### config.mk
export PLATFORM = sky130hd
export DESIGN_NAME = pin_guarded_secret_slots
export DESIGN_NICKNAME = d
export VERILOG_FILES = /design/src/rtl/pgss_pkg.sv /design/src/rtl/pgss_ram.sv /design/src/rtl/pgss_engine.sv /design/src/rtl/pin_guarded_secret_slots.sv
export SDC_FILE = /design/constraint.sdc
export NUM_CORES = 1
export LEC_CHECK = 0
export BUFFER_PORTS_ARGS = -buffer_cell sky130_fd_sc_hd__buf_4
export CORE_MARGIN = 5
export CORE_UTILIZATION = 40
export DETAILED_ROUTE_END_ITERATION = 12
export GPL_ROUTABILITY_DRIVEN = 0
export PLACE_DENSITY_LB_ADDON = 0.1
export SETUP_SLACK_MARGIN = 0.3
export SYNTH_ARGS = -nofsm -noshare
export SYNTH_HDL_FRONTEND = slang
export SYNTH_HIERARCHICAL = 1
export SYNTH_SLANG_ARGS = --single-unit
export TNS_END_PERCENT = 10
### constraint.sdc
create_clock -name aclk -period 47 [get_ports aclk]
set_input_delay 7.05 -clock aclk [delete_from_list [all_inputs] [get_ports aclk]]
set_output_delay 7.05 -clock aclk [all_outputs]
set_load 0.01 [all_outputs]
### src/rtl/pgss_pkg.sv
// Shared types and constants of the PIN guarded secret slot store.
// No dependencies; imported by every module of the block but pgss_ram.
`default_nettype none

package pgss_pkg;

    // Store geometry
    localparam int SLOT_COUNT = 4;
    localparam int SLOT_AW    = (SLOT_COUNT > 1) ? $clog2(SLOT_COUNT) : 1;
    localparam int SLOT_IN_W  = 8;

    // Field widths
    localparam int PIN_W    = 32;
    localparam int SECRET_W = 64;
    localparam int COUNT_W  = 8;
    localparam int OUTC_W   = 2;

    // Stream payload layout
    localparam int S_TDATA_W = 168;
    localparam int M_TDATA_W = 136;

    // Lock limit after reset
    localparam logic [COUNT_W-1:0] LOCK_LIMIT_RESET = 8'd10;

    // Command codes
    typedef enum logic [1:0] {
        ACT_STATUS   = 2'd0,
        ACT_DELETE   = 2'd1,
        ACT_STORE    = 2'd2,
        ACT_RETRIEVE = 2'd3
    } action_t;

    // Outcome codes
    localparam logic [OUTC_W-1:0] OUTC_REFUSED  = 2'd0;
    localparam logic [OUTC_W-1:0] OUTC_EMPTY    = 2'd0;
    localparam logic [OUTC_W-1:0] OUTC_OCCUPIED = 2'd1;
    localparam logic [OUTC_W-1:0] OUTC_STORED   = 2'd1;
    localparam logic [OUTC_W-1:0] OUTC_WRONG    = 2'd1;
    localparam logic [OUTC_W-1:0] OUTC_GRANTED  = 2'd2;

    // One slot entry as held in the slot memory
    typedef struct packed {
        logic [COUNT_W-1:0]  wrong_count;
        logic [PIN_W-1:0]    pin;
        logic [SECRET_W-1:0] secret_low;
        logic [SECRET_W-1:0] secret_high;
    } entry_t;

    localparam int ENTRY_W = $bits(entry_t);

    // Incoming request
    typedef struct packed {
        action_t               action;
        logic [SLOT_IN_W-1:0]  slot;
        logic [PIN_W-1:0]      pin;
        logic [SECRET_W-1:0]   secret_low;
        logic [SECRET_W-1:0]   secret_high;
    } request_t;

    // Request held during its read-modify-write
    typedef struct packed {
        action_t             action;
        logic [SLOT_AW-1:0]  slot;
        logic [PIN_W-1:0]    pin;
        logic [SECRET_W-1:0] secret_low;
        logic [SECRET_W-1:0] secret_high;
    } held_req_t;

    // Slot memory access from the engine
    typedef struct packed {
        logic [SLOT_AW-1:0] rd_addr;
        logic               wr_en;
        logic [SLOT_AW-1:0] wr_addr;
        entry_t             wr_data;
    } ram_req_t;

    // Result item
    typedef struct packed {
        logic [OUTC_W-1:0]   outcome;
        logic [SECRET_W-1:0] reply_secret_low;
        logic [SECRET_W-1:0] reply_secret_high;
    } result_t;

endpackage

`default_nettype wire

### src/rtl/pgss_ram.sv
// Generic single-port-write, single-port-read RAM with registered read data.
// No dependencies.
`default_nettype none

module pgss_ram #(
    parameter int WIDTH = 8,
    parameter int DEPTH = 4
) (
    input  wire logic                  aclk,
    input  wire logic                  wr_en,
    input  wire logic [((DEPTH > 1) ? $clog2(DEPTH) : 1)-1:0] wr_addr,
    input  wire logic [WIDTH-1:0]      wr_data,
    input  wire logic [((DEPTH > 1) ? $clog2(DEPTH) : 1)-1:0] rd_addr,
    output logic      [WIDTH-1:0]      rd_data
);

    logic [WIDTH-1:0] mem [DEPTH];

    // Write port and registered read port
    always_ff @(posedge aclk) begin
        if (wr_en) begin
            mem[wr_addr] <= wr_data;
        end
        rd_data <= mem[rd_addr];
    end

endmodule

`default_nettype wire

### src/rtl/pgss_engine.sv
// Command sequencer of the secret slot store: read-modify-write of one slot
// entry per request. Depends on pgss_pkg; drives the slot memory.
`default_nettype none

module pgss_engine (
    input  wire logic                        aclk,
    input  wire logic                        aresetn,
    input  wire logic                        req_valid,
    output logic                             req_ready,
    input  wire pgss_pkg::request_t          req,
    input  wire logic [pgss_pkg::COUNT_W-1:0] lock_limit,
    output logic                             res_valid,
    input  wire logic                        res_ready,
    output pgss_pkg::result_t                res,
    output pgss_pkg::ram_req_t               ram_req,
    input  wire pgss_pkg::entry_t            ram_rdata
);
    import pgss_pkg::*;

    typedef enum logic [1:0] {
        ST_IDLE = 2'b01,
        ST_EXEC = 2'b10
    } state_t;

    state_t                state_reg, state_next;
    held_req_t             held_reg, held_next;
    logic [SLOT_COUNT-1:0] occupied_reg, occupied_next;

    logic   accept;
    logic   in_range;
    logic   occ;
    logic   finish;
    entry_t entry;

    assign accept    = req_valid && req_ready;
    assign in_range  = {1'b0, req.slot} < (SLOT_IN_W + 1)'(SLOT_COUNT);
    assign req_ready = (state_reg == ST_IDLE);
    assign occ       = occupied_reg[held_reg.slot];
    assign entry     = ram_rdata;
    assign res_valid = (state_reg == ST_EXEC);
    assign finish    = res_valid && res_ready;

    // Decide the outcome and the write-back for the held request
    always_comb begin
        // Read the addressed slot on acceptance, keep reading it while stalled
        ram_req.rd_addr = (state_reg == ST_IDLE) ? req.slot[SLOT_AW-1:0] : held_reg.slot;
        ram_req.wr_addr = held_reg.slot;

        res.outcome           = OUTC_REFUSED;
        res.reply_secret_low  = '0;
        res.reply_secret_high = '0;
        ram_req.wr_en         = 1'b0;
        ram_req.wr_data       = entry;
        occupied_next         = occupied_reg;

        case (held_reg.action)
            ACT_STATUS: begin
                res.outcome = occ ? OUTC_OCCUPIED : OUTC_EMPTY;
            end
            ACT_DELETE: begin
                res.outcome = occ ? OUTC_OCCUPIED : OUTC_EMPTY;
                if (finish) begin
                    occupied_next[held_reg.slot] = 1'b0;
                end
            end
            ACT_STORE: begin
                if (!occ) begin
                    res.outcome                 = OUTC_STORED;
                    ram_req.wr_en               = finish;
                    ram_req.wr_data.wrong_count = '0;
                    ram_req.wr_data.pin         = held_reg.pin;
                    ram_req.wr_data.secret_low  = held_reg.secret_low;
                    ram_req.wr_data.secret_high = held_reg.secret_high;
                    if (finish) begin
                        occupied_next[held_reg.slot] = 1'b1;
                    end
                end
            end
            ACT_RETRIEVE: begin
                if (!occ || (entry.wrong_count >= lock_limit)) begin
                    res.outcome = OUTC_REFUSED;
                end else if (entry.pin != held_reg.pin) begin
                    res.outcome                 = OUTC_WRONG;
                    ram_req.wr_en               = finish;
                    ram_req.wr_data.wrong_count = entry.wrong_count + COUNT_W'(1);
                end else begin
                    res.outcome                 = OUTC_GRANTED;
                    res.reply_secret_low        = entry.secret_low;
                    res.reply_secret_high       = entry.secret_high;
                    ram_req.wr_en               = finish;
                    ram_req.wr_data.wrong_count = '0;
                end
            end
            default: begin
                res.outcome = OUTC_REFUSED;
            end
        endcase
    end

    // Sequence: take a request, then complete it once the result is taken
    always_comb begin
        state_next = state_reg;
        held_next  = held_reg;
        case (state_reg)
            ST_IDLE: begin
                if (accept && in_range) begin
                    held_next.action      = req.action;
                    held_next.slot        = req.slot[SLOT_AW-1:0];
                    held_next.pin         = req.pin;
                    held_next.secret_low  = req.secret_low;
                    held_next.secret_high = req.secret_high;
                    state_next            = ST_EXEC;
                end
            end
            ST_EXEC: begin
                if (finish) begin
                    state_next = ST_IDLE;
                end
            end
            default: begin
                state_next = ST_IDLE;
            end
        endcase
    end

    always_ff @(posedge aclk) begin
        if (!aresetn) begin
            state_reg    <= ST_IDLE;
            occupied_reg <= '0;
        end else begin
            state_reg    <= state_next;
            occupied_reg <= occupied_next;
        end
    end

    // Payload of the held request
    always_ff @(posedge aclk) begin
        held_reg <= held_next;
    end

endmodule

`default_nettype wire

### src/rtl/pin_guarded_secret_slots.sv
// PIN guarded secret slot store: a request stream in, a result stream out.
// The request carries an action in s_tuser and slot, PIN and secret in s_tdata.
// The lock limit is written through cfg_wr_en / cfg_wr_data at any idle time.
// Each request for a slot below SLOT_COUNT yields one result: status and
// delete report occupancy, store fills an empty slot, retrieve checks the
// PIN against the stored one and returns the secret when it matches and
// the wrong-guess counter is below the lock limit. Requests for slots at or
// above SLOT_COUNT are taken and dropped without a result.
// Requests are taken one at a time: the read-modify-write of the slot memory
// (a registered read, then decide and write back) must finish, and its result
// be taken into the output register, before the next request is accepted.
// The output register lets a new request in while a result waits.
// Reset clears every occupied mark and restores the lock limit to 10; no
// memory clearing pass is run. When m_tready is low, the pending result
// holds in the output register and the next request holds in the engine.
// Depends on pgss_pkg, pgss_engine and pgss_ram.
`default_nettype none

module pin_guarded_secret_slots (
    input  wire logic                             aclk,
    input  wire logic                             aresetn,
    // Request channel
    input  wire logic                             s_tvalid,
    output logic                                  s_tready,
    // [7:0] slot, [39:8] pin_value, [103:40] secret_low, [167:104] secret_high
    input  wire logic [pgss_pkg::S_TDATA_W-1:0]   s_tdata,
    // [1:0] action
    input  wire logic [1:0]                       s_tuser,
    // Result channel
    output logic                                  m_tvalid,
    input  wire logic                             m_tready,
    // [1:0] outcome, [65:2] reply_secret_low, [129:66] reply_secret_high,
    // [135:130] zero
    output logic      [pgss_pkg::M_TDATA_W-1:0]   m_tdata,
    // Lock limit register
    input  wire logic                             cfg_wr_en,
    input  wire logic [pgss_pkg::COUNT_W-1:0]     cfg_wr_data
);
    import pgss_pkg::*;

    logic [COUNT_W-1:0] lock_limit_reg;
    logic               m_tvalid_reg;
    result_t            result_reg;

    request_t  req;
    result_t   res;
    logic      res_valid;
    logic      res_ready;
    ram_req_t  ram_req;
    entry_t    ram_rdata;
    logic [ENTRY_W-1:0] ram_rd_bits;

    // Unpack the request
    always_comb begin
        req.action      = action_t'(s_tuser);
        req.slot        = s_tdata[7:0];
        req.pin         = s_tdata[39:8];
        req.secret_low  = s_tdata[103:40];
        req.secret_high = s_tdata[167:104];
    end

    // Lock limit register
    always_ff @(posedge aclk) begin
        if (!aresetn) begin
            lock_limit_reg <= LOCK_LIMIT_RESET;
        end else if (cfg_wr_en) begin
            lock_limit_reg <= cfg_wr_data;
        end
    end

    pgss_engine u_engine (
        .aclk        (aclk),
        .aresetn     (aresetn),
        .req_valid   (s_tvalid),
        .req_ready   (s_tready),
        .req         (req),
        .lock_limit  (lock_limit_reg),
        .res_valid   (res_valid),
        .res_ready   (res_ready),
        .res         (res),
        .ram_req     (ram_req),
        .ram_rdata   (ram_rdata)
    );

    pgss_ram #(
        .WIDTH (ENTRY_W),
        .DEPTH (SLOT_COUNT)
    ) u_slot_ram (
        .aclk    (aclk),
        .wr_en   (ram_req.wr_en),
        .wr_addr (ram_req.wr_addr),
        .wr_data (ram_req.wr_data),
        .rd_addr (ram_req.rd_addr),
        .rd_data (ram_rd_bits)
    );

    assign ram_rdata = entry_t'(ram_rd_bits);

    // Output register: load when empty or being drained
    assign res_ready = !m_tvalid_reg || m_tready;

    always_ff @(posedge aclk) begin
        if (!aresetn) begin
            m_tvalid_reg <= 1'b0;
        end else if (res_ready) begin
            m_tvalid_reg <= res_valid;
        end
    end

    always_ff @(posedge aclk) begin
        if (res_valid && res_ready) begin
            result_reg <= res;
        end
    end

    assign m_tvalid = m_tvalid_reg;
    assign m_tdata  = {6'd0, result_reg.reply_secret_high,
                       result_reg.reply_secret_low, result_reg.outcome};

endmodule

`default_nettype wire

==> results of run 1 <==
## critical path: cells and delay by family
family | cells | cell delay [ps]
AND/OR/NAND/NOR | 3 | 550
buffers and inverters | 4 | 2180
## cells in the mapped netlist (all sizes together) (9+ instances only)
master	instances	area, sq um
edfxtp	966	29000
nand2	491	1840
dfxtp	183	3660
mux4	169	3810
and2	130	813
buf	69	465
xnor2	32	280
clkbuf	30	114
inv	17	63.8
nor2b	12	75.1
ha	9	113
nand4	9	56.3
o21ai	9	45.0
## layout by cell type (no fill, tap or decap), types with 4 or more instances in the layout
cell / n
a211oi_1: 4
a21oi_1: 5
and2_1: 129
and3_1: 5
buf_4: 334
bufinv_16: 7
clkbuf_1: 38
clkbuf_16: 120
clkbuf_8: 10
clkinv_1: 19
clkinv_2: 24
conb_1: 6
dfxtp_1: 183
edfxtp_1: 966
ha_1: 9
inv_1: 17
inv_6: 4
mux2i_1: 8
mux4_2: 169
nand2_1: 491
nand3_1: 7
nand4_1: 9
nor2_1: 7
nor2b_1: 12
o211ai_1: 4
o21ai_0: 9
xnor2_1: 32
## how the worst max path moves through the flow
stage,from,end,slack (ps),depth (start not counted)
6_report,s_tdata[4],u_engine/held_reg[105],37330,7
5_1_grt,s_tdata[4],u_engine/held_reg[55],37020,7
4_1_cts,s_tdata[4],u_engine/held_reg[55],37210,7
3_5_place_dp,s_tdata[4],u_engine/held_reg[51],36450,7
3_3_place_gp,s_tdata[4],u_engine/held_reg[105],36470,7
2_1_floorplan,s_tdata[7],u_engine/held_reg[0],22910,1
## metrics by stage
step	total power, mW	area, sq um	utilization
floorplan	1.17	40900	-
global placement	1.19	44600	0.439
detailed placement	1.19	44600	0.439
CTS	2.09	48400	0.476
global route	2.14	48400	0.476
finish	2.06	48400	0.476
## logic make-up (layout without fill, tap and decap cells)
kind of cell	count (synthesis)	in the layout
fa+ha+maj	9	9
xor+xnor	32	32
other cells	1	6
flops	1149	1149
buf+inv	116	579
compound gates	33	33
mux	179	179
simple gates	678	678
## power by group
| group | switching, mW | leakage (nW) | total, mW | internal [mW] |
|---|---|---|---|---|
| Sequential | 0.00647 | 10.6 | 1.11 | 1.11 |
| Clock | 0.374 | 1.85 | 0.897 | 0.523 |
| Combinational | 0.0246 | 5.02 | 0.0522 | 0.0276 |
## per-layer routing
metal / share of wire / track usage / up-vias
met1: 0.44 / 0.224 / 9994
met4: 0.016 / 0.0393 / 0
li1: - / - / 8971
met3: 0.047 / 0.0280 / 99
met2: 0.50 / 0.281 / 438
met5: 0 / 0 / -
## final cells by class
| class | instances | area, sq um | share of cell area |
|---|---|---|---|
| sequential | 1149 | 32700 | 0.675 |
| multi-input combinational | 937 | 7620 | 0.157 |
| clock buffer | 168 | 3280 | 0.0678 |
| timing repair buffer | 337 | 2570 | 0.0531 |
| tap | 1368 | 1710 | 0.0354 |
| clock inverter | 57 | 472 | 0.00975 |
| inverter | 17 | 63.8 | 0.00132 |
==> flow_summary.yaml, run 1 <==
grt:
  grt_first_pass_wirelength_um: 135000
  overflow: 0
  grt_max_degree: 121
  antenna_found_initial: 2
  grtUsageTotal: 0.165
  grt_pass1_vias: 21500
power_and_ir_drop:
  p_leak_nw: 17.4
  ir_drop_v: 0.0000287
  p_per_area_nw_per_um2: 42.6
sta:
  setup_ws_ps: 37330
  fin_setup_tns_ps: 0
  max_freq_mhz: 103
  setup_violations: 0
  finalHoldViolCount: 0
  finClkSkew_ps: 21.0
  slew_headroom: 0.195
  timing.final.max_slew_violations: 0
  min_period_ps: 9670
  worst_pin_slew_ps: 1210
  period_share: 0.206
  hold_slack_ps: 524
  rsz0062_at_grt: "no"
yosys:
  syn-instance-count: 2197
  synth_compound_area_frac: 0.00548
  synth-xor-area-share: 0.00686
  synthFlopType: "edfxtp_1"
  synth_adder_area_share: 0.00276
  yosys_warnings: 6
  syn_area_sq_um: 40800
  yosysSeqAreaShare: 0.800
  avgSynthCellArea_sq_um: 18.6
  synthMuxAreaShare: 0.0957
  synth_edf_count: 966
  ys_ff_latch: 1149
  synth_top_family_by_area: "multiplexers"
  yosys.area_share.simple: 0.0734
  ys_async_sr_fraction: 0
  ys_types: 40
placement:
  place.port_buffers: 314
  dp_hpwl_um: 51600
  dp_slack_ps: 36450
  placed_cells: 3808
critical_path:
  cp.arrival_ps: 9960
  reg2reg_depth: 6
  cpMaxStageDelayCell: "buf_4"
  timing.rr.start: "u_engine/ram_req[168]"
  criticalPathCategory: "in -> reg"
  cp_cell_sequence: "buf_4 > nor4b_1 > nand2_1 > nor4_2 > buf_4 > buf_4 > buf_4"
  worst_ep_required_time_ps: 47290
  reg2reg_slack_ps: 42290
  cp_max_fo: 62
  r2r-end: "u_slot_ram/mem[2][97]"
  critical_path.most_common_cell: "buf_4"
  cp-end-kind: "register"
  start_kind: "primary input"
  cpPeakStageDelay_ps: 750
clocking:
  cts_root_buffer: "clkbuf_16"
  postCtsHoldBufs: 0
  clkSlewWorstSetupHoldPaths_ps: 60
  ctsResizeCount: 0
  cts_setup_buffers: 0
  clkLatencyLatePin_ps: 680
  cts.path.max_buffers: 3
  clock_sinks: 1149
  htree_levels: 3
  cts_buffers: 118
  cts_tree: "built"
floorplanning:
  dieArea_sq_um: 109000
  die_h_um: 330
  core_sq_um: 102000
  ios: 321
  rows: 117
  start_util: 0.402
  die-width_um: 330
hold_path:
  hold_depth: 1
  hold_start: "u_slot_ram/rd_data[106]"
  hold_path_end: "m_tdata[44]"
  holdCritPathClass: "reg -> reg"
routing:
  post_drt_wl_per_cell_um: 22.3
  first_pass_iters: 4
  finalWirelength_um: 89900
  dr_total_vias: 19500
  ant_nets: 0
  vias_per_cell: 4.84
  drc: 0
  drtIter0Drc: 1191
layout:
  final_cells: 4033
  largest_reg_flops: 672
  syn2layout_area_growth_pct: 18.5
  final_nets: 2752
  drive_gt1_frac: 0.258
  fillers: 8695
  diodes: 0
status:
  status: "completed"
run:
  drv_cap: 0
No activity file was read; power rests on OpenSTA's default activity.
==> inputs of run 2 (changes only) <==
==> constraint.sdc (replaced) <==
create_clock -name aclk -period 9.1 [get_ports aclk]
set_input_delay 1.365 -clock aclk [delete_from_list [all_inputs] [get_ports aclk]]
set_output_delay 1.365 -clock aclk [all_outputs]
set_load 0.01 [all_outputs]
==> run 2 against run 1 <==
Compared with the run above:
- clock skew is essentially flat
- core utilization grew 0.36 points
- sequential share of layout area shrank 0.50 points
- clock power grew to 5.6 times the previous value
- final cell count is essentially flat
- clock-buffer cell count shrank 5
- critical path type is now reg -> reg
- largest cell class unchanged
- largest power group unchanged
==> flow_summary.yaml, run 2 (synthesis gave the netlist of run 1 again) <==
placement:
  dp_hpwl_um: 49300
  place.port_buffers: 314
  placed_cells: 3807
  dp_slack_ps: 4330
power_and_ir_drop:
  p_leak_nw: 17.6
  ir_drop_v: 0.000165
  p_per_area_nw_per_um2: 226
clocking:
  cts_root_buffer: "clkbuf_16"
  clock_sinks: 1149
  cts.path.max_buffers: 3
  clkLatencyLatePin_ps: 690
  postCtsHoldBufs: 0
  htree_levels: 3
  clkSlewWorstSetupHoldPaths_ps: 60
  ctsResizeCount: 0
  cts_buffers: 120
  cts_tree: "built"
  cts_setup_buffers: 0
routing:
  drtIter0Drc: 1282
  ant_nets: 0
  post_drt_wl_per_cell_um: 22.1
  drc: 0
  dr_total_vias: 19700
  vias_per_cell: 4.88
  first_pass_iters: 5
  finalWirelength_um: 89300
sta:
  setup_violations: 0
  timing.final.max_slew_violations: 0
  max_freq_mhz: 214
  worst_pin_slew_ps: 1180
  rsz0062_at_grt: "no"
  period_share: 0.515
  finalHoldViolCount: 0
  slew_headroom: 0.215
  setup_ws_ps: 4420
  finClkSkew_ps: 21.0
  min_period_ps: 4680
  fin_setup_tns_ps: 0
critical_path:
  cp_max_fo: 62
  crit_family: "simple AND/OR/NAND/NOR gates"
  cp_cell_sequence: "mux4_2 > or3_4 > a21oi_1 > and3_4 > buf_4"
  cp-end-kind: "register"
  cp.arrival_ps: 4980
  worst_ep_required_time_ps: 9400
  start_kind: "register"
  cpPeakStageDelay_ps: 1000
  criticalPathCategory: "reg -> reg"
  critPathBufInv: 1
  cpMaxStageDelayCell: "and3_4"
grt:
  overflow: 0
  antenna_found_initial: 2
  grtUsageTotal: 0.163
  grt_max_degree: 122
  grt_first_pass_wirelength_um: 134000
  grt_pass1_vias: 21200
floorplanning:
  start_util: 0.402
  die-width_um: 330
  ios: 321
  core_sq_um: 102000
  dieArea_sq_um: 109000
  rows: 117
  die_h_um: 330
layout:
  final_nets: 2753
  syn2layout_area_growth_pct: 19.4
  diodes: 0
  layout_common_cells: "966 x edfxtp_1, 491 x nand2_1, 333 x buf_4"
  final_cells: 4036
  final_common_cell: "edfxtp_1"
  largest_reg_flops: 672
  drive_gt1_frac: 0.267
  fillers: 8661
hold_path:
  holdCritPathClass: "reg -> reg"
run:
  drv_cap: 0
status:
  status: "completed"
-- run 2: cell types whose count changed in the layout (fill, tap and decap cells not counted), moves of 3 or more --
cell        delta
clkinv_2       +6
clkinv_1       -7
clkinvlp_4     +4
bufinv_16      +6
inv_6          -3
clkbuf_1      -16
clkinv_8       +4
clkbuf_8       +9
-- run 2: routing by layer --
| metal | wire (um) | vias up | GRT usage |
|---|---|---|---|
| li1 | - | 8971 | - |
| met1 | 40000 | 10100 | 0.226 |
| met5 | 0 | - | 0 |
| met2 | 42800 | 485 | 0.268 |
| met4 | 1890 | 0 | 0.0393 |
| met3 | 4650 | 135 | 0.0347 |
-- run 2: final cells by class --
| cell class | instances | area [sq um] | area share |
|---|---|---|---|
| clock inverter | 66 | 713 | 0.0146 |
| tap | 1368 | 1710 | 0.0351 |
| multi-input combinational | 937 | 7640 | 0.157 |
| sequential | 1149 | 32700 | 0.670 |
| clock buffer | 163 | 3400 | 0.0697 |
| inverter | 17 | 63.8 | 0.00131 |
| timing repair buffer | 336 | 2560 | 0.0525 |
-- run 2: metrics by stage --
step	hold slack (ps)	total power, mW	util	area [sq um]
after global routing	509	11.4	0.480	48800
after detailed placement	463	6.14	0.439	44600
after global placement	469	6.14	0.439	44600
final	473	11.0	0.480	48800
after floorplan	440	6.02	-	40900
after CTS	479	11.2	0.480	48800
-- run 2: worst reg2reg max path: stages, from the launching register on --
cell and delay, ps:
edfxtp_1 600, mux4_2 640, or3_4 670, a21oi_1 470
and3_4 1000, buf_4 900
-- run 2: power by group --
group	switching [mW]	internal, mW
clock network	2.00	2.98
registers	0.0295	5.72
logic	0.131	0.143
total	2.16	8.84
-- run 2: final timing paths --
check                                            from                    end  slack, ps  cells after the start
worst max-delay path            u_engine/ram_req[168]  u_slot_ram/mem[3][74]       4420                      5
worst min-delay path                lock_limit_reg[1]      lock_limit_reg[1]        470                      2
worst max register to register  u_engine/ram_req[168]  u_slot_ram/mem[3][74]       4420                      5
worst min register to register      lock_limit_reg[1]      lock_limit_reg[1]        470                      2
